==> config.mk <==
export PLATFORM = sky130hd
export DESIGN_NAME = stream_substring_replace
export DESIGN_NICKNAME = d
export VERILOG_FILES = /design/src/ssr_pkg.sv /design/src/ssr_csr.sv /design/src/ssr_front.sv /design/src/ssr_back.sv /design/src/stream_substring_replace.sv
export SDC_FILE = /design/constraint.sdc
export NUM_CORES = 1
export LEC_CHECK = 0
export ABC_AREA = 1
export BUFFER_PORTS_ARGS = -buffer_cell sky130_fd_sc_hd__clkbuf_2
export CORE_ASPECT_RATIO = 1.5
export CORE_MARGIN = 2
export CORE_UTILIZATION = 44
export DETAILED_ROUTE_END_ITERATION = 8
export MAX_ROUTING_LAYER = met4
export SLEW_MARGIN = 10
export SYNTH_ARGS = -nofsm -noshare
export SYNTH_HDL_FRONTEND = slang
export SYNTH_HIERARCHICAL = 1
export SYNTH_SLANG_ARGS = --single-unit
==> constraint.sdc <==
create_clock -name clock -period 4.15 [get_ports clock]
set_clock_uncertainty 0.15 [all_clocks]
set_input_delay 0.2075 -clock clock [delete_from_list [all_inputs] [get_ports clock]]
set_output_delay 0.2075 -clock clock [all_outputs]
set_load 0.02 [all_outputs]
==> src/ssr_pkg.sv <==
// shared types and constants of the stream substring replace block
package ssr_pkg;

   localparam int MAX_PATTERN_BYTES_DEF     = 16;
   localparam int MAX_REPLACEMENT_BYTES_DEF = 16;
   localparam int STR_BYTES                 = 16;
   localparam int STR_IDX_W                 = 4;
   localparam int LEN_W                     = 5;
   localparam int CSR_DATA_W                = 64;
   localparam int CSR_ADDR_W                = 6;
   localparam int QUEUE_DEPTH               = 4;

   typedef enum logic [2:0] {
      REG_PAT_LO  = 3'd0,
      REG_PAT_HI  = 3'd1,
      REG_PAT_LEN = 3'd2,
      REG_REP_LO  = 3'd3,
      REG_REP_HI  = 3'd4,
      REG_REP_LEN = 3'd5
   } reg_index_type;

   typedef struct packed {
      logic [STR_BYTES-1:0][7:0] pattern;
      logic [LEN_W-1:0]          pattern_len;
      logic [STR_BYTES-1:0][7:0] replacement;
      logic [LEN_W-1:0]          replacement_len;
      logic                      drop_held;
   } cfg_type;

   typedef struct packed {
      logic       last;
      logic       byte_valid;
      logic [7:0] data;
   } item_type;

   typedef struct packed {
      logic     valid;
      item_type item;
   } queue_head_type;

endpackage

==> src/ssr_csr.sv <==
// configuration registers of the stream substring replace block
module ssr_csr #(
   parameter int MAX_PATTERN_BYTES     = ssr_pkg::MAX_PATTERN_BYTES_DEF,
   parameter int MAX_REPLACEMENT_BYTES = ssr_pkg::MAX_REPLACEMENT_BYTES_DEF
) (
   input  logic                              clock,
   input  logic                              reset,
   input  logic                              csr_psel,
   input  logic                              csr_penable,
   input  logic                              csr_pwrite,
   input  logic [ssr_pkg::CSR_ADDR_W-1:0]    csr_paddr,
   input  logic [ssr_pkg::CSR_DATA_W-1:0]    csr_pwdata,
   output logic [ssr_pkg::CSR_DATA_W-1:0]    csr_prdata,
   output logic                              csr_pready,
   output ssr_pkg::cfg_type                  cfg
);
   import ssr_pkg::*;

   logic [CSR_DATA_W-1:0] pat_lo_ff, pat_lo_in, pat_hi_ff, pat_hi_in;
   logic [CSR_DATA_W-1:0] rep_lo_ff, rep_lo_in, rep_hi_ff, rep_hi_in;
   logic [LEN_W-1:0]      pat_len_ff, pat_len_in, rep_len_ff, rep_len_in;
   logic [LEN_W-1:0]      pat_len_act, rep_len_act;
   reg_index_type         index;
   logic                  wr_en;
   logic                  drop_held;

   assign csr_pready = 1'b1;
   assign index      = reg_index_type'(csr_paddr[CSR_ADDR_W-1:3]);
   assign wr_en      = csr_psel & csr_penable & csr_pwrite & csr_pready;

   always_comb begin
      pat_lo_in  = pat_lo_ff;
      pat_hi_in  = pat_hi_ff;
      pat_len_in = pat_len_ff;
      rep_lo_in  = rep_lo_ff;
      rep_hi_in  = rep_hi_ff;
      rep_len_in = rep_len_ff;
      drop_held  = 1'b0;
      if (wr_en) begin
         unique case (index)
            REG_PAT_LO: begin
               pat_lo_in = csr_pwdata;
               drop_held = 1'b1;
            end
            REG_PAT_HI: begin
               pat_hi_in = csr_pwdata;
               drop_held = 1'b1;
            end
            REG_PAT_LEN: begin
               pat_len_in = csr_pwdata[LEN_W-1:0];
               drop_held  = 1'b1;
            end
            REG_REP_LO:  rep_lo_in  = csr_pwdata;
            REG_REP_HI:  rep_hi_in  = csr_pwdata;
            REG_REP_LEN: rep_len_in = csr_pwdata[LEN_W-1:0];
            default: ;
         endcase
      end
   end

   always_ff @(posedge clock) begin
      if (reset) begin
         pat_lo_ff  <= '0;
         pat_hi_ff  <= '0;
         pat_len_ff <= LEN_W'(1);
         rep_lo_ff  <= '0;
         rep_hi_ff  <= '0;
         rep_len_ff <= '0;
      end else begin
         pat_lo_ff  <= pat_lo_in;
         pat_hi_ff  <= pat_hi_in;
         pat_len_ff <= pat_len_in;
         rep_lo_ff  <= rep_lo_in;
         rep_hi_ff  <= rep_hi_in;
         rep_len_ff <= rep_len_in;
      end
   end

   always_comb begin
      unique case (index)
         REG_PAT_LO:  csr_prdata = pat_lo_ff;
         REG_PAT_HI:  csr_prdata = pat_hi_ff;
         REG_PAT_LEN: csr_prdata = CSR_DATA_W'(pat_len_ff);
         REG_REP_LO:  csr_prdata = rep_lo_ff;
         REG_REP_HI:  csr_prdata = rep_hi_ff;
         REG_REP_LEN: csr_prdata = CSR_DATA_W'(rep_len_ff);
         default:     csr_prdata = '0;
      endcase
   end

   // zero pattern length counts as one, oversized lengths saturate
   always_comb begin
      if (pat_len_ff == '0) begin
         pat_len_act = LEN_W'(1);
      end else if (pat_len_ff > LEN_W'(MAX_PATTERN_BYTES)) begin
         pat_len_act = LEN_W'(MAX_PATTERN_BYTES);
      end else begin
         pat_len_act = pat_len_ff;
      end
      if (rep_len_ff > LEN_W'(MAX_REPLACEMENT_BYTES)) begin
         rep_len_act = LEN_W'(MAX_REPLACEMENT_BYTES);
      end else begin
         rep_len_act = rep_len_ff;
      end
   end

   assign cfg.pattern         = {pat_hi_ff, pat_lo_ff};
   assign cfg.pattern_len     = pat_len_act;
   assign cfg.replacement     = {rep_hi_ff, rep_lo_ff};
   assign cfg.replacement_len = rep_len_act;
   assign cfg.drop_held       = drop_held;

endmodule

==> src/ssr_front.sv <==
// input side of the stream substring replace block: accept, classify, queue
module ssr_front (
   input  logic                    clock,
   input  logic                    reset,
   input  logic                    req_tvalid,
   output logic                    req_tready,
   input  logic [7:0]              req_tdata,   // in_byte
   input  logic                    req_tuser,   // in_byte_valid
   input  logic                    req_tlast,   // in_last
   input  logic                    pop,
   output ssr_pkg::queue_head_type head
);
   import ssr_pkg::*;

   localparam int PTR_W = $clog2(QUEUE_DEPTH);
   localparam int CNT_W = $clog2(QUEUE_DEPTH + 1);

   item_type           slot_ff [QUEUE_DEPTH];
   logic [PTR_W-1:0]   wr_ptr_ff, wr_ptr_in, rd_ptr_ff, rd_ptr_in;
   logic [CNT_W-1:0]   count_ff, count_in;
   logic               push, pop_en;
   item_type           new_item;

   assign req_tready = count_ff != CNT_W'(QUEUE_DEPTH);
   // an item with neither a byte nor an end mark has no effect and is dropped
   assign push   = req_tvalid & req_tready & (req_tuser | req_tlast);
   assign pop_en = pop & (count_ff != '0);

   assign new_item.last       = req_tlast;
   assign new_item.byte_valid = req_tuser;
   assign new_item.data       = req_tdata;

   always_comb begin
      wr_ptr_in = wr_ptr_ff;
      rd_ptr_in = rd_ptr_ff;
      count_in  = count_ff;
      if (push) begin
         wr_ptr_in = (wr_ptr_ff == PTR_W'(QUEUE_DEPTH - 1)) ? '0 : wr_ptr_ff + 1'b1;
      end
      if (pop_en) begin
         rd_ptr_in = (rd_ptr_ff == PTR_W'(QUEUE_DEPTH - 1)) ? '0 : rd_ptr_ff + 1'b1;
      end
      case ({push, pop_en})
         2'b10:   count_in = count_ff + 1'b1;
         2'b01:   count_in = count_ff - 1'b1;
         default: count_in = count_ff;
      endcase
   end

   always_ff @(posedge clock) begin
      if (reset) begin
         wr_ptr_ff <= '0;
         rd_ptr_ff <= '0;
         count_ff  <= '0;
      end else begin
         wr_ptr_ff <= wr_ptr_in;
         rd_ptr_ff <= rd_ptr_in;
         count_ff  <= count_in;
      end
   end

   always_ff @(posedge clock) begin
      if (push) begin
         slot_ff[wr_ptr_ff] <= new_item;
      end
   end

   assign head.valid = count_ff != '0;
   assign head.item  = slot_ff[rd_ptr_ff];

endmodule

==> src/ssr_back.sv <==
// match engine of the stream substring replace block: window, replace, flush
module ssr_back #(
   parameter int MAX_PATTERN_BYTES     = ssr_pkg::MAX_PATTERN_BYTES_DEF,
   parameter int MAX_REPLACEMENT_BYTES = ssr_pkg::MAX_REPLACEMENT_BYTES_DEF
) (
   input  logic                    clock,
   input  logic                    reset,
   input  ssr_pkg::cfg_type        cfg,
   input  ssr_pkg::queue_head_type head,
   output logic                    pop,
   output logic                    rsp_tvalid,
   input  logic                    rsp_tready,
   output logic [7:0]              rsp_tdata,   // out_byte
   output logic                    rsp_tuser,   // out_byte_valid
   output logic                    rsp_tlast    // out_last
);
   import ssr_pkg::*;

   localparam int CW  = $clog2(MAX_PATTERN_BYTES + 1);
   localparam int IW  = $clog2(MAX_PATTERN_BYTES);
   localparam int RIW = $clog2(MAX_REPLACEMENT_BYTES);

   typedef enum logic [3:0] {
      ST_IDLE  = 4'b0001,
      ST_SCAN  = 4'b0010,
      ST_REPL  = 4'b0100,
      ST_FLUSH = 4'b1000
   } back_state_type;

   back_state_type   state_ff, state_in;
   logic [7:0]       win_ff [MAX_PATTERN_BYTES];
   logic [7:0]       win_in [MAX_PATTERN_BYTES];
   logic [CW-1:0]    cnt_ff, cnt_in;
   logic [RIW-1:0]   rep_idx_ff, rep_idx_in;
   logic             last_ff, last_in;
   logic             emitted_ff, emitted_in;
   logic             out_valid_ff, out_valid_in;
   logic [7:0]       out_data_ff, out_data_in;
   logic             out_user_ff, out_user_in;
   logic             out_last_ff, out_last_in;
   logic             out_free, is_prefix, window_full, rep_done, load_out, shift;
   logic [7:0]       emit_data;
   logic             emit_user, emit_last;
   back_state_type   after_item;

   assign out_free    = !out_valid_ff || rsp_tready;
   assign window_full = LEN_W'(cnt_ff) == cfg.pattern_len;
   assign rep_done    = LEN_W'(rep_idx_ff) == cfg.replacement_len - 1'b1;
   assign after_item  = last_ff ? ST_FLUSH : ST_IDLE;

   always_comb begin
      is_prefix = 1'b1;
      for (int i = 0; i < MAX_PATTERN_BYTES; i++) begin
         if (CW'(i) < cnt_ff && win_ff[i] != cfg.pattern[i]) begin
            is_prefix = 1'b0;
         end
      end
   end

   always_comb begin
      state_in   = state_ff;
      win_in     = win_ff;
      cnt_in     = cnt_ff;
      rep_idx_in = rep_idx_ff;
      last_in    = last_ff;
      emitted_in = emitted_ff;
      pop        = 1'b0;
      load_out   = 1'b0;
      shift      = 1'b0;
      emit_data  = win_ff[0];
      emit_user  = 1'b1;
      emit_last  = 1'b0;
      unique case (state_ff)
         ST_IDLE: begin
            if (head.valid) begin
               pop        = 1'b1;
               last_in    = head.item.last;
               emitted_in = 1'b0;
               if (head.item.byte_valid) begin
                  win_in[cnt_ff[IW-1:0]] = head.item.data;
                  cnt_in   = cnt_ff + 1'b1;
                  state_in = ST_SCAN;
               end else begin
                  state_in = ST_FLUSH;
               end
            end
         end
         ST_SCAN: begin
            if (is_prefix) begin
               if (window_full) begin
                  cnt_in = '0;
                  if (cfg.replacement_len != '0) begin
                     rep_idx_in = '0;
                     state_in   = ST_REPL;
                  end else begin
                     state_in = after_item;
                  end
               end else begin
                  state_in = after_item;
               end
            end else if (out_free) begin
               load_out   = 1'b1;
               emit_last  = last_ff && cnt_ff == CW'(1);
               shift      = 1'b1;
               emitted_in = 1'b1;
            end
         end
         ST_REPL: begin
            if (out_free) begin
               load_out   = 1'b1;
               emit_data  = cfg.replacement[STR_IDX_W'(rep_idx_ff)];
               emit_last  = last_ff && rep_done;
               emitted_in = 1'b1;
               if (rep_done) begin
                  state_in = after_item;
               end else begin
                  rep_idx_in = rep_idx_ff + 1'b1;
               end
            end
         end
         ST_FLUSH: begin
            if (cnt_ff != '0) begin
               if (out_free) begin
                  load_out   = 1'b1;
                  emit_last  = cnt_ff == CW'(1);
                  shift      = 1'b1;
                  emitted_in = 1'b1;
               end
            end else if (!emitted_ff) begin
               if (out_free) begin
                  load_out  = 1'b1;
                  emit_data = '0;
                  emit_user = 1'b0;
                  emit_last = 1'b1;
                  state_in  = ST_IDLE;
               end
            end else begin
               state_in = ST_IDLE;
            end
         end
         default: state_in = ST_IDLE;
      endcase
      if (shift) begin
         for (int i = 0; i < MAX_PATTERN_BYTES - 1; i++) begin
            win_in[i] = win_ff[i+1];
         end
         cnt_in = cnt_ff - 1'b1;
      end
      if (cfg.drop_held) begin
         cnt_in = '0;
      end
   end

   always_comb begin
      out_valid_in = out_valid_ff;
      out_data_in  = out_data_ff;
      out_user_in  = out_user_ff;
      out_last_in  = out_last_ff;
      if (load_out) begin
         out_valid_in = 1'b1;
         out_data_in  = emit_data;
         out_user_in  = emit_user;
         out_last_in  = emit_last;
      end else if (rsp_tready) begin
         out_valid_in = 1'b0;
      end
   end

   always_ff @(posedge clock) begin
      if (reset) begin
         state_ff     <= ST_IDLE;
         cnt_ff       <= '0;
         out_valid_ff <= 1'b0;
         last_ff      <= 1'b0;
         emitted_ff   <= 1'b0;
      end else begin
         state_ff     <= state_in;
         cnt_ff       <= cnt_in;
         out_valid_ff <= out_valid_in;
         last_ff      <= last_in;
         emitted_ff   <= emitted_in;
      end
   end

   always_ff @(posedge clock) begin
      win_ff      <= win_in;
      rep_idx_ff  <= rep_idx_in;
      out_data_ff <= out_data_in;
      out_user_ff <= out_user_in;
      out_last_ff <= out_last_in;
   end

   assign rsp_tvalid = out_valid_ff;
   assign rsp_tdata  = out_data_ff;
   assign rsp_tuser  = out_user_ff;
   assign rsp_tlast  = out_last_ff;

   a_cnt_bound: assert property (@(posedge clock) disable iff (reset)
      cnt_ff <= CW'(MAX_PATTERN_BYTES))
      else $error("window count beyond depth");

   a_idle_partial: assert property (@(posedge clock) disable iff (reset)
      state_ff == ST_IDLE |-> LEN_W'(cnt_ff) < cfg.pattern_len)
      else $error("held window not a proper prefix length while idle");

   a_repl_empty: assert property (@(posedge clock) disable iff (reset)
      state_ff == ST_REPL |-> cnt_ff == '0)
      else $error("window not empty while emitting replacement");

   a_last_ends: assert property (@(posedge clock) disable iff (reset)
      (load_out && emit_last) |=> cnt_ff == '0)
      else $error("held bytes remain after final result");

endmodule

==> src/stream_substring_replace.sv <==
// top level of the stream substring replace block
// Rewrites a byte stream, one byte per transfer, replacing every leftmost,
// non-overlapping occurrence of a 1 to 16 byte pattern by a 0 to 16 byte
// replacement. Bytes that may still start a match are held back, so output
// lags input by up to pattern length minus one bytes. A transfer with tlast
// flushes the held bytes and the final output transfer carries tlast; if
// nothing is left to send, a bare end marker (tuser 0, tdata 0, tlast 1) is
// sent. Input transfers with neither tuser nor tlast are dropped. The input
// side queues up to four transfers; the match engine takes a byte, checks
// the window, and emits output bytes one at a time (a mismatch emits the
// oldest held byte and re-checks; a match emits the replacement a byte per
// cycle while the output register is free), plus an end-of-string step.
// Writing the pattern registers or pattern length discards held bytes;
// configure only while the block is idle. Registers sit at byte address
// 8*i, 64-bit data, writes complete in the apb access cycle.
module stream_substring_replace #(
   parameter int MAX_PATTERN_BYTES     = ssr_pkg::MAX_PATTERN_BYTES_DEF,
   parameter int MAX_REPLACEMENT_BYTES = ssr_pkg::MAX_REPLACEMENT_BYTES_DEF
) (
   input  logic                           clock,
   input  logic                           reset,
   // input stream
   input  logic                           req_tvalid,
   output logic                           req_tready,
   input  logic [7:0]                     req_tdata,   // in_byte
   input  logic                           req_tuser,   // in_byte_valid
   input  logic                           req_tlast,   // in_last
   // result stream
   output logic                           rsp_tvalid,
   input  logic                           rsp_tready,
   output logic [7:0]                     rsp_tdata,   // out_byte
   output logic                           rsp_tuser,   // out_byte_valid
   output logic                           rsp_tlast,   // out_last
   // configuration
   input  logic                           csr_psel,
   input  logic                           csr_penable,
   input  logic                           csr_pwrite,
   input  logic [ssr_pkg::CSR_ADDR_W-1:0] csr_paddr,
   input  logic [ssr_pkg::CSR_DATA_W-1:0] csr_pwdata,
   output logic [ssr_pkg::CSR_DATA_W-1:0] csr_prdata,
   output logic                           csr_pready
);
   import ssr_pkg::*;

   cfg_type        cfg;
   queue_head_type head;
   logic           pop;

   // register file, also flags pattern writes that drop the held bytes
   ssr_csr #(
      .MAX_PATTERN_BYTES     (MAX_PATTERN_BYTES),
      .MAX_REPLACEMENT_BYTES (MAX_REPLACEMENT_BYTES)
   ) u_csr (
      .clock       (clock),
      .reset       (reset),
      .csr_psel    (csr_psel),
      .csr_penable (csr_penable),
      .csr_pwrite  (csr_pwrite),
      .csr_paddr   (csr_paddr),
      .csr_pwdata  (csr_pwdata),
      .csr_prdata  (csr_prdata),
      .csr_pready  (csr_pready),
      .cfg         (cfg)
   );

   // front: takes transfers, drops empty ones, queues the rest
   ssr_front u_front (
      .clock      (clock),
      .reset      (reset),
      .req_tvalid (req_tvalid),
      .req_tready (req_tready),
      .req_tdata  (req_tdata),
      .req_tuser  (req_tuser),
      .req_tlast  (req_tlast),
      .pop        (pop),
      .head       (head)
   );

   // back: window compare, replacement and flush into the output register
   ssr_back #(
      .MAX_PATTERN_BYTES     (MAX_PATTERN_BYTES),
      .MAX_REPLACEMENT_BYTES (MAX_REPLACEMENT_BYTES)
   ) u_back (
      .clock      (clock),
      .reset      (reset),
      .cfg        (cfg),
      .head       (head),
      .pop        (pop),
      .rsp_tvalid (rsp_tvalid),
      .rsp_tready (rsp_tready),
      .rsp_tdata  (rsp_tdata),
      .rsp_tuser  (rsp_tuser),
      .rsp_tlast  (rsp_tlast)
   );

endmodule
### Yosys cells after proc, flatten, opt, wreduce, memory -nomap -nowiden

Memories as Yosys holds them, arrays and structs flattened. A register that Yosys moved wholly into a read port is not among the register bits.
Index checks and enable logic that the tools add are counted.

| word-level totals | value |
|---|---|
| memories kept | 1 |
| bits in writable memories | 40 |
| register bits | 427 |
| output and inout port bits | 77 |

Memory list:

| memory | words | bits a word | rd ports | clocked after Yosys merged registers in | write ports | RTL line | source |
|---|---|---|---|---|---|---|---|
| u_front.slot_ff | 4 | 10 | 1 | 1 | 1 | ssr_front.sv:18 | `item_type slot_ff [QUEUE_DEPTH];` |

| cells by class | value |
|---|---|
| reduce and logical (&&, ||, !) cells | 50 |
| equality and inequality tests | 48 |
| $add $sub $neg | 8 |
| multiplexer cells | 90 |
| magnitude comparators | 21 |
| bitwise logic cells | 8 |

Operators with widths:

| cell | number |
|---|---|
| 128-bit two-way mux | 3 |
| 64-bit case mux with 6 select lines | 1 |
| 128-bit bitwise mux | 1 |
| 8-bit inequality test | 16 |
| 120-bit two-way mux | 1 |
| 4-bit two-way mux | 16 |
| 8-bit two-way mux | 6 |
| 4-bit by 5-bit less-than comparator with 1-bit output (first input constant) | 8 |
| 5-bit two-way mux | 8 |
| 1-bit two-way mux | 39 |
| 8-bit binary-select mux with 4-bit select | 1 |
| 8-bit demux with 4-bit select | 1 |
| 3-bit by 5-bit less-than comparator with 1-bit output (first input constant) | 4 |
| 1-bit logical AND | 19 |
| 4-bit case mux with 4 select lines | 1 |
| 8-bit case mux with 2 select lines | 1 |
| 2-bit AND reduction | 7 |
| 2-bit by 1-bit inequality test with 1-bit output (second input constant) | 6 |
| 6-bit AND reduction | 2 |
| 2-bit nonzero test | 6 |
| 5-bit > comparator (second input constant) | 2 |
| 1-bit by 5-bit less-than comparator with 1-bit output (first input constant) | 2 |
| 2-bit by 5-bit less-than comparator with 1-bit output (first input constant) | 2 |
| 5-bit case mux with 2 select lines | 1 |
| 47 further kinds | 71 |

### Longest topological paths before layout

Gate-level depths: netlist of the first run.

| logic depth | value |
|---|---|
| depth in word-level cells | 22 |
| gate-level depth with buffers | 19 |
| depth with buffers taken out | 19 |

### By module

Netlist of the first run, hierarchy kept.

By module, submodules not included:

| module | sequential area each (um^2) | area each (um^2) | cells an instance | instances |
|---|---|---|---|---|
| ssr_csr | 5325.1 | 13078.8 | 2165 | 1 |
| ssr_back | 4504.3 | 10251.1 | 1256 | 1 |
| ssr_front | 1381.3 | 2018.2 | 168 | 1 |

### Least setup slack after synthesis of the first run

OpenSTA, ideal clock, no wires.

| timing path | value |
|---|---|
| path type | reg-to-reg |
| start point | reg u_csr.rep_len_ff[0] |
| end point | reg u_back.state_ff[2] |
| library setup time | 0.121 ns |
| path buffers | 0 |
| arrival time | 2.261 ns |
| path slack | 1.618 ns |
| stages on the path, launching flop included | 14 |
| clock period less this slack | 2.532 ns |
| path through | dfxtp_1 nor3_1 nand2_1 a21boi_0 inv_1 ha_1 nor2_1 or3b_1 nor4_1 nor2_1 nor2_1 nand4_1 o21ai_0 a21oi_1 |

RTL lines:

| what | RTL line | source |
|---|---|---|
| start: declaration | ssr_csr.sv:21 | `logic [LEN_W-1:0] pat_len_ff, pat_len_in, rep_len_ff, rep_len_in;` |
| start signal: assignment | ssr_csr.sv:75 | `rep_len_ff <= rep_len_in;` |
| end signal: assignment | ssr_back.sv:177 | `state_ff <= state_in;` |
| end: declaration | ssr_back.sv:30 | `back_state_type state_ff, state_in;` |

### Worst setup path in the final report of the first run

| timing path | value |
|---|---|
| start point | reg u_back.cnt_ff[1] |
| end point | reg u_back/win_ff[14] (netlist bit) (enable) |

| between the ends | value |
|---|---|
| longest elaborated chain between the ends | 22 |

RTL lines:

| what | RTL line | source |
|---|---|---|
| start: declaration | ssr_back.sv:33 | `logic [CW-1:0] cnt_ff, cnt_in;` |
| start signal: assignment | ssr_back.sv:178 | `cnt_ff <= cnt_in;` |
| 1-bit by 5-bit less-than comparator with 1-bit output | ssr_back.sv:54 | `if (CW'(i) < cnt_ff && win_ff[i] != cfg.pattern[i]) begin` |
| 1-bit logical AND | ssr_back.sv:54 |  |
| 1-bit two-way mux (16 in series) | ssr_back.sv:54 |  |
| 1-bit two-way mux | ssr_back.sv:89 | `if (is_prefix) begin` |
| 1-bit case mux with 2 select lines (*) | ssr_back.sv:73 | `unique case (state_ff)` |
| 2-bit nonzero test (no line) | -- |  |
| 3-bit AND reduction (no line) (*) | -- |  |
| end signal: assignment | ssr_back.sv:186 | `win_ff <= win_in;` |
| end: declaration | ssr_back.sv:31 | `logic [7:0] win_ff [MAX_PATTERN_BYTES];` |

Every way passes the cells marked *; elsewhere a longest branch is shown, timed or not.
A chain may end at the register's enable or synchronous reset.

==> results of run 1 <==
## cell families after synthesis
logic type,after synthesis
multiplexers,32
adder cells (fa/ha/maj),15
AND/OR/NAND/NOR,2084
other,1
AO/OA/AOI/OAI,326
flip-flops,469
buffers and inverters,539
XOR/XNOR,123
## worst min-delay path: stages
cell      delay (ns)
clkbuf_2        0.24
nand2_1         0.18
o21ai_0         0.08
nand3_1         0.06
## cell usage after synthesis, types with 32 or more instances
cell type	count	area [um2]
buf_6	33	372
nor2_1	665	2500
nand3_1	230	1150
o21ai_0	112	561
mux2i_1	32	320
xnor2_1	111	972
dfxtp_1	287	5750
edfxtp_1	182	5470
a21oi_1	47	235
clkbuf_1	64	240
inv_1	326	1220
nand2_1	1131	4250
o21ai_1	122	611
buf_2	67	335
## cell type report
cell class | count | share of cell area
antenna | 1 | 0.0000865
clock buffer | 60 | 0.0467
clock inverter | 32 | 0.0121
inverter | 346 | 0.0454
multi-input combinational | 2581 | 0.405
sequential | 469 | 0.387
tap | 763 | 0.0330
timing repair buffer | 279 | 0.0701
## power by group
group	internal (uW)	switching (uW)	leakage [uW]
sequential	5200	327	0.00402
clock	2750	1940	0.000823
combinational	898	2240	0.00743
total	8860	4500	0.0123
## worst max path at each step
stage                                     start                         endpoint  slack (ns)  cells past startpoint
2_1_floorplan  u_csr/rep_len_ff[0]$_SDFFE_PP0P_  u_back/state_ff[2]$_SDFFE_PP0P_        1.62                     13
3_3_place_gp      u_back/cnt_ff[1]$_SDFFE_PP0P_      u_back/win_ff[58]$_DFFE_PP_        0.71                     13
3_5_place_dp      u_back/cnt_ff[1]$_SDFFE_PP0P_      u_back/win_ff[14]$_DFFE_PP_        0.72                     13
4_1_cts           u_back/cnt_ff[1]$_SDFFE_PP0P_      u_back/win_ff[14]$_DFFE_PP_        0.70                     13
5_1_grt           u_back/cnt_ff[1]$_SDFFE_PP0P_      u_back/win_ff[52]$_DFFE_PP_        0.47                     13
6_report          u_back/cnt_ff[1]$_SDFFE_PP0P_      u_back/win_ff[14]$_DFFE_PP_        0.71                     13
## layer usage
layer  share of wire  vias to the layer above  global-route usage
met5               0                        -                   -
met4           0.041                        0               0.109
met3           0.062                      153              0.0289
met2            0.49                      771               0.473
met1            0.41                    10700               0.352
li1                -                    11500                   -
## per-stage QoR
stage | total power (uW) | util
6_report | 13400 | 0.509
5_1_grt | 14000 | 0.509
4_1_cts | 13400 | 0.508
3_5_place_dp | 8700 | 0.465
3_3_place_gp | 8670 | 0.465
2_1_floorplan | 7750 | -
## flip-flops by register name (all words and copies together) (netlist names), 4 cells and up, named ones only
name,count
u_back/state_ff,4
u_back/rep_idx_ff,4
u_csr/pat_hi_ff,64
u_front/slot_ff,40
u_back/win_ff,128
u_back/cnt_ff,5
u_csr/rep_hi_ff,64
u_csr/pat_len_ff,5
u_csr/rep_lo_ff,64
u_csr/pat_lo_ff,64
u_csr/rep_len_ff,5
u_back/rsp_tdata,8
==> impl_metrics.env, run 1 <==
export IMPL_power_leakage_uw=0.0123
export IMPL_critical_path_endpoint_type="flop"
export IMPL_postSynth_topFlopCell="dfxtp_1"
export IMPL_deepest_clock_path_buffer_count=3
export IMPL_critical_path_arrival_ns=3.50
export IMPL_finalMaxSlewViolations=0
export IMPL_synth_seq_cells=469
export IMPL_htree_levels=2
export IMPL_placementRows=107
export IMPL_launching_element_type_of_the_critical_path="flop"
export IMPL_synth_cell_area_um2=25300
export IMPL_port_buffer_count=159
export IMPL_crit_reg2reg_launch="u_back/cnt_ff[1]$_SDFFE_PP0P_"
export IMPL_place_hpwl_um=58700
export IMPL_reg2reg_slack_ns=0.71
export IMPL_vias=23100
export IMPL_global_route_overflow_total=0
export IMPL_aggregate_global_route_resource_usage=0.284
export IMPL_post_synth_inst_count=3589
export IMPL_unique_cell_type_count_in_the_yosys_netlist=47
export IMPL_postPlaceCellArea_um2=26500
export IMPL_worst_pin_slew_ns=0.980
export IMPL_die_w_um=200
export IMPL_initial_core_util=0.445
export IMPL_worst_slack_ns=0.715
export IMPL_area_growth_synth_to_finish_pct=14.2
export IMPL_floorplan_die_height_um=298
export IMPL_outcome="completed"
export IMPL_cts_setup_buffers=0
export IMPL_timing_hold_worst_path_depth=4
export IMPL_cp_required_ns=4.22
export IMPL_worst_ir_drop_vdd_uv=366
export IMPL_final_hold_slack_ns=0.0664
export IMPL_fillCellCount=5775
export IMPL_area_fraction_in_and_or_nand_and_nor_cells_after_synthesis=0.331
export IMPL_synth_warnings=6
export IMPL_r2r_worst_path_cells=13
export IMPL_root_buffer="clkbuf_16"
export IMPL_die_area_um2=59600
export IMPL_synth_yosys_seq_area_share=0.442
export IMPL_async_flop_share=0
export IMPL_final_cell_area_um2=28900
export IMPL_cts_resized_gates=0
export IMPL_postSynthAreaPerCell_um2=7.06
export IMPL_synthesized_net_count=3691
export IMPL_slew_limit_headroom=0.344
export IMPL_layout_drive_gt1_share=0.0889
export IMPL_post_synth_edffs=182
export IMPL_seqCellArea_um2=11200
export IMPL_cts_tree="built"
export IMPL_via_per_inst=5.09
export IMPL_area_share_of_xor_xnor_cells_in_the_synthesized_design=0.0425
export IMPL_report_final_hold_viol_count=0
export IMPL_worst_r2r_endpoint="u_back/win_ff[14]$_DFFE_PP_"
export IMPL_grt_pass1_vias=21300
export IMPL_hold_path_endpoint="u_csr/pat_len_ff[0]$_SDFFE_PP1P_"
export IMPL_layoutNonFillerInstCount=4531
export IMPL_setup_viol=0
export IMPL_core_area_um2=56900
export IMPL_wl_um=82800
export IMPL_design_final_nets=3828
export IMPL_wire_per_inst_um=18.3
export IMPL_post_place_ws_ns=0.724
export IMPL_drt_iter0_drc=2185
export IMPL_pwr_density_cell_nw_per_um2=462
export IMPL_biggest_fanout_along_the_worst_timing_path=22
export IMPL_max_capacitance_violation_count=0
export IMPL_setup_total_negative_slack_ns=0
export IMPL_post_synth_fa_ha_maj_area_fraction=0.00770
export IMPL_area_of_the_multi_input_gates_um2=11700
export IMPL_postCtsHoldBufs=77
export IMPL_crit_slowest_cell="inv_1"
export IMPL_antenna_found_initial=1
export IMPL_crit_buf_inv=3
export IMPL_mostFrequentLayoutCells="1131 x nand2_1, 663 x nor2_1, 326 x inv_1, 287 x dfxtp_1, 230 x nand3_1"
export IMPL_final_antenna_net_count=0
export IMPL_layout_commonest_cell="nand2_1"
export IMPL_path_delay_family="simple AND/OR/NAND/NOR gates"
export IMPL_clk_latency_ns=0.60
export IMPL_period_share=0.828
export IMPL_setup_repair_after_global_routing_missed_its_margin="false"
export IMPL_routabilityCongestion=0.956
export IMPL_place_inst=4361
export IMPL_io_pin_count=164
export IMPL_wire_length_of_the_first_global_routing_pass_um=124000
export IMPL_largest_net_degree_at_the_start_of_global_routing=129
export IMPL_cts_made_buffers=49
export IMPL_critical_path_max_stage_delay_ns=0.69
export IMPL_cts_sink_count=469
export IMPL_remaining_drc_errors=0
export IMPL_detailedRoute_firstPassIterationCount=6
export IMPL_worstPathCellList="inv_1, nor3_1, a21oi_1, nand2_1, nand2_1, inv_1, nand2_2, nor2_4, nand2_4, nand3_4, nand2_4, inv_1, nand2_1"
export IMPL_hold_path_startpoint="csr_paddr[4]"
export IMPL_fmax_ghz=0.291
export IMPL_synth_compound_gate_area_share=0.0676
export IMPL_yosys_mux_area_fraction=0.0126
export IMPL_holdCritPathClass="in2reg"
export IMPL_main_combinational_cell_family_by_area_after_synthesis="simple AND/OR/NAND/NOR gates"
export IMPL_worstSetupPathType="reg2reg"
export IMPL_cts_reportedPaths_clkPinSlew_ns=0.06
export IMPL_min_period_ns=3.44
Power figures use the tool's default switching activity.
==> run 2, diff against run 1 <==
--- a/config.mk
+++ b/config.mk
@@ -5,7 +5,7 @@
 export SDC_FILE = /design/constraint.sdc
 export NUM_CORES = 1
 export LEC_CHECK = 0
-export ABC_AREA = 1
+export ABC_AREA = 0
 export BUFFER_PORTS_ARGS = -buffer_cell sky130_fd_sc_hd__clkbuf_2
 export CORE_ASPECT_RATIO = 1.5
 export CORE_MARGIN = 2
==> constraint.sdc (replaced) <==
create_clock -name clock -period 3.1 [get_ports clock]
set_clock_uncertainty 0.15 [all_clocks]
set_input_delay 0.155 -clock clock [delete_from_list [all_inputs] [get_ports clock]]
set_output_delay 0.155 -clock clock [all_outputs]
set_load 0.02 [all_outputs]
==> run 2 against run 1 <==
  * Synthesized area shrank 5.3%
  * Global-route usage grew 2.7 points
  * Total power grew 20%
  * Final area fell by 2.6%
  * Flip-flop and latch count unchanged
  * Final cell count is 31% lower
  * Non-clock buffer count increased by 57
  * Setup slack got worse by 0.57 ns
  * First-iteration DRC count decreased by 29%
  * Worst hold slack gained 0.0067 ns
  * Via count fell by 18%
  * Synthesized cell count shrank 39%
==> impl_metrics.env, run 2 <==
export IMPL_outcome="completed"
export IMPL_post_synth_fa_ha_maj_area_fraction=0.00813
export IMPL_detailedRoute_firstPassIterationCount=7
export IMPL_vias=18800
export IMPL_worst_pin_slew_ns=0.803
export IMPL_postSynth_topFlopCell="dfxtp_1"
export IMPL_layoutNonFillerInstCount=3145
export IMPL_post_synth_inst_count=2207
export IMPL_remaining_drc_errors=0
export IMPL_largest_register_ff_count=128
export IMPL_cp_required_ns=3.47
export IMPL_biggest_fanout_along_the_worst_timing_path=5
export IMPL_setup_repair_after_global_routing_missed_its_margin="false"
export IMPL_wl_um=86900
export IMPL_layout_drive_gt1_share=0.172
export IMPL_worstPathCellList="xor2_1, nor4_1, a22oi_1, a2111oi_4, and4_4, buf_4, a21oi_2, or4b_1, a21oi_1"
export IMPL_worst_ir_drop_vdd_uv=416
export IMPL_die_area_um2=56500
export IMPL_final_hold_slack_ns=0.0731
export IMPL_floorplan_die_height_um=290
export IMPL_setup_viol=0
export IMPL_critical_path_arrival_ns=3.32
export IMPL_slew_limit_headroom=0.450
export IMPL_deepest_clock_path_buffer_count=3
export IMPL_grt_pass1_vias=18900
export IMPL_via_per_inst=5.98
export IMPL_root_buffer="clkbuf_16"
export IMPL_final_antenna_net_count=0
export IMPL_cts_made_buffers=49
export IMPL_r2r_worst_path_cells=9
export IMPL_finalMaxSlewViolations=0
export IMPL_initial_core_util=0.447
export IMPL_critical_path_max_stage_delay_ns=0.52
export IMPL_crit_slowest_cell="or4b_1"
export IMPL_report_final_hold_viol_count=0
export IMPL_unique_cell_type_count_in_the_yosys_netlist=77
export IMPL_mostFrequentLayoutCells="287 x dfxtp_1, 270 x nand2b_1, 267 x mux2i_1, 182 x edfxtp_1, 158 x clkbuf_2"
export IMPL_yosysMostFrequentCell="dfxtp_1"
export IMPL_main_combinational_cell_family_by_area_after_synthesis="multiplexers"
export IMPL_largest_register_by_flop_count="u_back/win_ff"
export IMPL_area_fraction_in_and_or_nand_and_nor_cells_after_synthesis=0.149
export IMPL_drt_iter0_drc=1547
export IMPL_launching_element_type_of_the_critical_path="flop"
export IMPL_min_period_ns=2.95
export IMPL_wire_per_inst_um=27.6
export IMPL_cts_sink_count=469
export IMPL_synth_cell_area_um2=24000
export IMPL_largest_net_degree_at_the_start_of_global_routing=111
export IMPL_period_share=0.953
export IMPL_global_route_overflow_total=0
export IMPL_place_hpwl_um=62900
export IMPL_aggregate_global_route_resource_usage=0.311
export IMPL_place_inst=2974
export IMPL_reg2reg_slack_ns=0.15
export IMPL_async_flop_share=0
export IMPL_netlist_top_cells_count="287 x dfxtp_1, 271 x nand2b_1, 267 x mux2i_1"
export IMPL_critical_path_endpoint_type="flop"
export IMPL_cts_tree="built"
export IMPL_area_share_of_xor_xnor_cells_in_the_synthesized_design=0.0530
export IMPL_io_pin_count=164
export IMPL_die_w_um=195
export IMPL_power_leakage_uw=0.0111
export IMPL_synth_yosys_seq_area_share=0.467
export IMPL_worst_slack_ns=0.147
export IMPL_synth_compound_gate_area_share=0.121
export IMPL_port_buffer_count=159
export IMPL_post_place_ws_ns=-0.0230
export IMPL_crit_reg2reg_launch="u_back/win_ff[87]$_DFFE_PP_"
export IMPL_design_final_nets=2518
export IMPL_core_area_um2=53700
export IMPL_timing_hold_worst_path_depth=4
export IMPL_synth_warnings=6
export IMPL_clk_latency_ns=0.60
export IMPL_synth_seq_cells=469
export IMPL_routabilityCongestion=0.956
export IMPL_area_growth_synth_to_finish_pct=17.4
export IMPL_pwr_density_cell_nw_per_um2=570
export IMPL_placementRows=104
export IMPL_htree_levels=2
export IMPL_hold_path_endpoint="u_csr/pat_hi_ff[12]$_SDFFE_PP0P_"
export IMPL_fmax_ghz=0.339
export IMPL_synth_top_cell_area_share=0.239
export IMPL_worst_r2r_endpoint="u_back/state_ff[3]$_SDFFE_PP0P_"
export IMPL_post_synth_edffs=182
export IMPL_synthesized_net_count=2309
export IMPL_max_capacitance_violation_count=0
export IMPL_worstSetupPathType="reg2reg"
export IMPL_holdCritPathClass="in2reg"
export IMPL_fillCellCount=4790
export IMPL_yosys_mux_area_fraction=0.162
export IMPL_cts_reportedPaths_clkPinSlew_ns=0.06
export IMPL_hold_path_startpoint="csr_penable"
export IMPL_antenna_found_initial=3
export IMPL_wire_length_of_the_first_global_routing_pass_um=126000
export IMPL_synth_area_leader_cell="dfxtp_1"
export IMPL_ys_top_cells_by_area="dfxtp_1 24%, edfxtp_1 23%, mux2i_1 11%"
export IMPL_layout_commonest_cell="dfxtp_1"
export IMPL_postSynthAreaPerCell_um2=10.9
run 2: changes by cell type after synthesis, moves of 64 or more:
cell      change
xor2_1       +83
nand3_1      -93
inv_1       -310
o21ai_1     -119
xnor2_1      -64
a22o_1      +121
mux2i_1     +235
nand2_1    -1050
nor2_1      -614
nand2b_1    +271
run 2: kinds of logic (layout without fill, tap and decap cells):
group / count (synthesis) / after routing
compound gates: 417 / 417
xor+xnor: 143 / 143
fa+ha+maj: 15 / 15
buf+inv: 196 / 443
flops: 469 / 469
mux: 326 / 326
other cells: 1 / 3
simple gates: 640 / 640
run 2: final cells by class:
| class | instances | area (um2) | share of cell area |
|---|---|---|---|
| well taps | 689 | 862 | 0.0306 |
| diodes | 2 | 5.00 | 0.000178 |
| clock buffers | 77 | 1470 | 0.0520 |
| inverters | 18 | 67.6 | 0.00240 |
| repair buffers | 336 | 2550 | 0.0904 |
| clock inverters | 12 | 73.8 | 0.00262 |
| multi-input cells | 1542 | 12000 | 0.424 |
| flip-flops and latches | 469 | 11200 | 0.398 |
run 2: through the flow:
stage / power, uW / setup TNS [ns] / area (um2) / util
after floorplan: 9060 / 0 / 24000 / -
after global placement: 10200 / -2.33 / 25800 / 0.480
after detailed placement: 10300 / -0.627 / 25800 / 0.480
after CTS: 16100 / 0 / 28100 / 0.523
after global routing: 16600 / 0 / 28200 / 0.524
final: 16100 / 0 / 28200 / 0.524
run 2: layer usage:
metal	GRT usage	up-vias	share of wire
li1	-	8503	-
met1	0.352	9260	0.37
met2	0.501	836	0.48
met3	0.0492	219	0.060
met4	0.223	0	0.086
met5	-	-	0
run 2: how the worst max path moves through the flow:
stage / startpoint / end / slack (ns) / depth (start not counted)
2_1_floorplan: u_back/cnt_ff[0]$_SDFFE_PP0P_ / u_back/rsp_tdata[0]$_DFFE_PP_ / 0.19 / 9
3_3_place_gp: u_back/win_ff[86]$_DFFE_PP_ / u_back/win_ff[11]$_DFFE_PP_ / -0.03 / 9
3_5_place_dp: u_back/win_ff[86]$_DFFE_PP_ / u_back/state_ff[3]$_SDFFE_PP0P_ / -0.02 / 9
4_1_cts: u_back/win_ff[86]$_DFFE_PP_ / u_back/win_ff[126]$_DFFE_PP_ / 0.009 / 9
5_1_grt: u_back/cnt_ff[2]$_SDFFE_PP0P_ / u_back/win_ff[9]$_DFFE_PP_ / 0.01 / 10
6_report: u_back/win_ff[87]$_DFFE_PP_ / u_back/state_ff[3]$_SDFFE_PP0P_ / 0.15 / 9
run 2: report_power, final:
part / switching (uW) / internal [uW] / total, uW
logic: 1930 / 1300 / 3230
registers: 283 / 6800 / 7090
clock network: 2500 / 3240 / 5740
total: 4710 / 11300 / 16100
run 2: what timing repair did:
action,4_1_cts,5_1_grt
resized for setup,1,10
pin swaps,0,1
hold buffers,80,0
hold endpoints to repair,312,0
setup endpoints to repair,120,207
buffers inserted,0,0
run 2: critical path: cells and delay by family, from the launching register on:
kind	cells	cell delay [ns]
and+or+nand+nor	3	1.24
AOI/OAI and AO/OA	4	0.79
DFF	1	0.40
xor gates and xnor gates	1	0.16
buffers and inverters	1	0.13
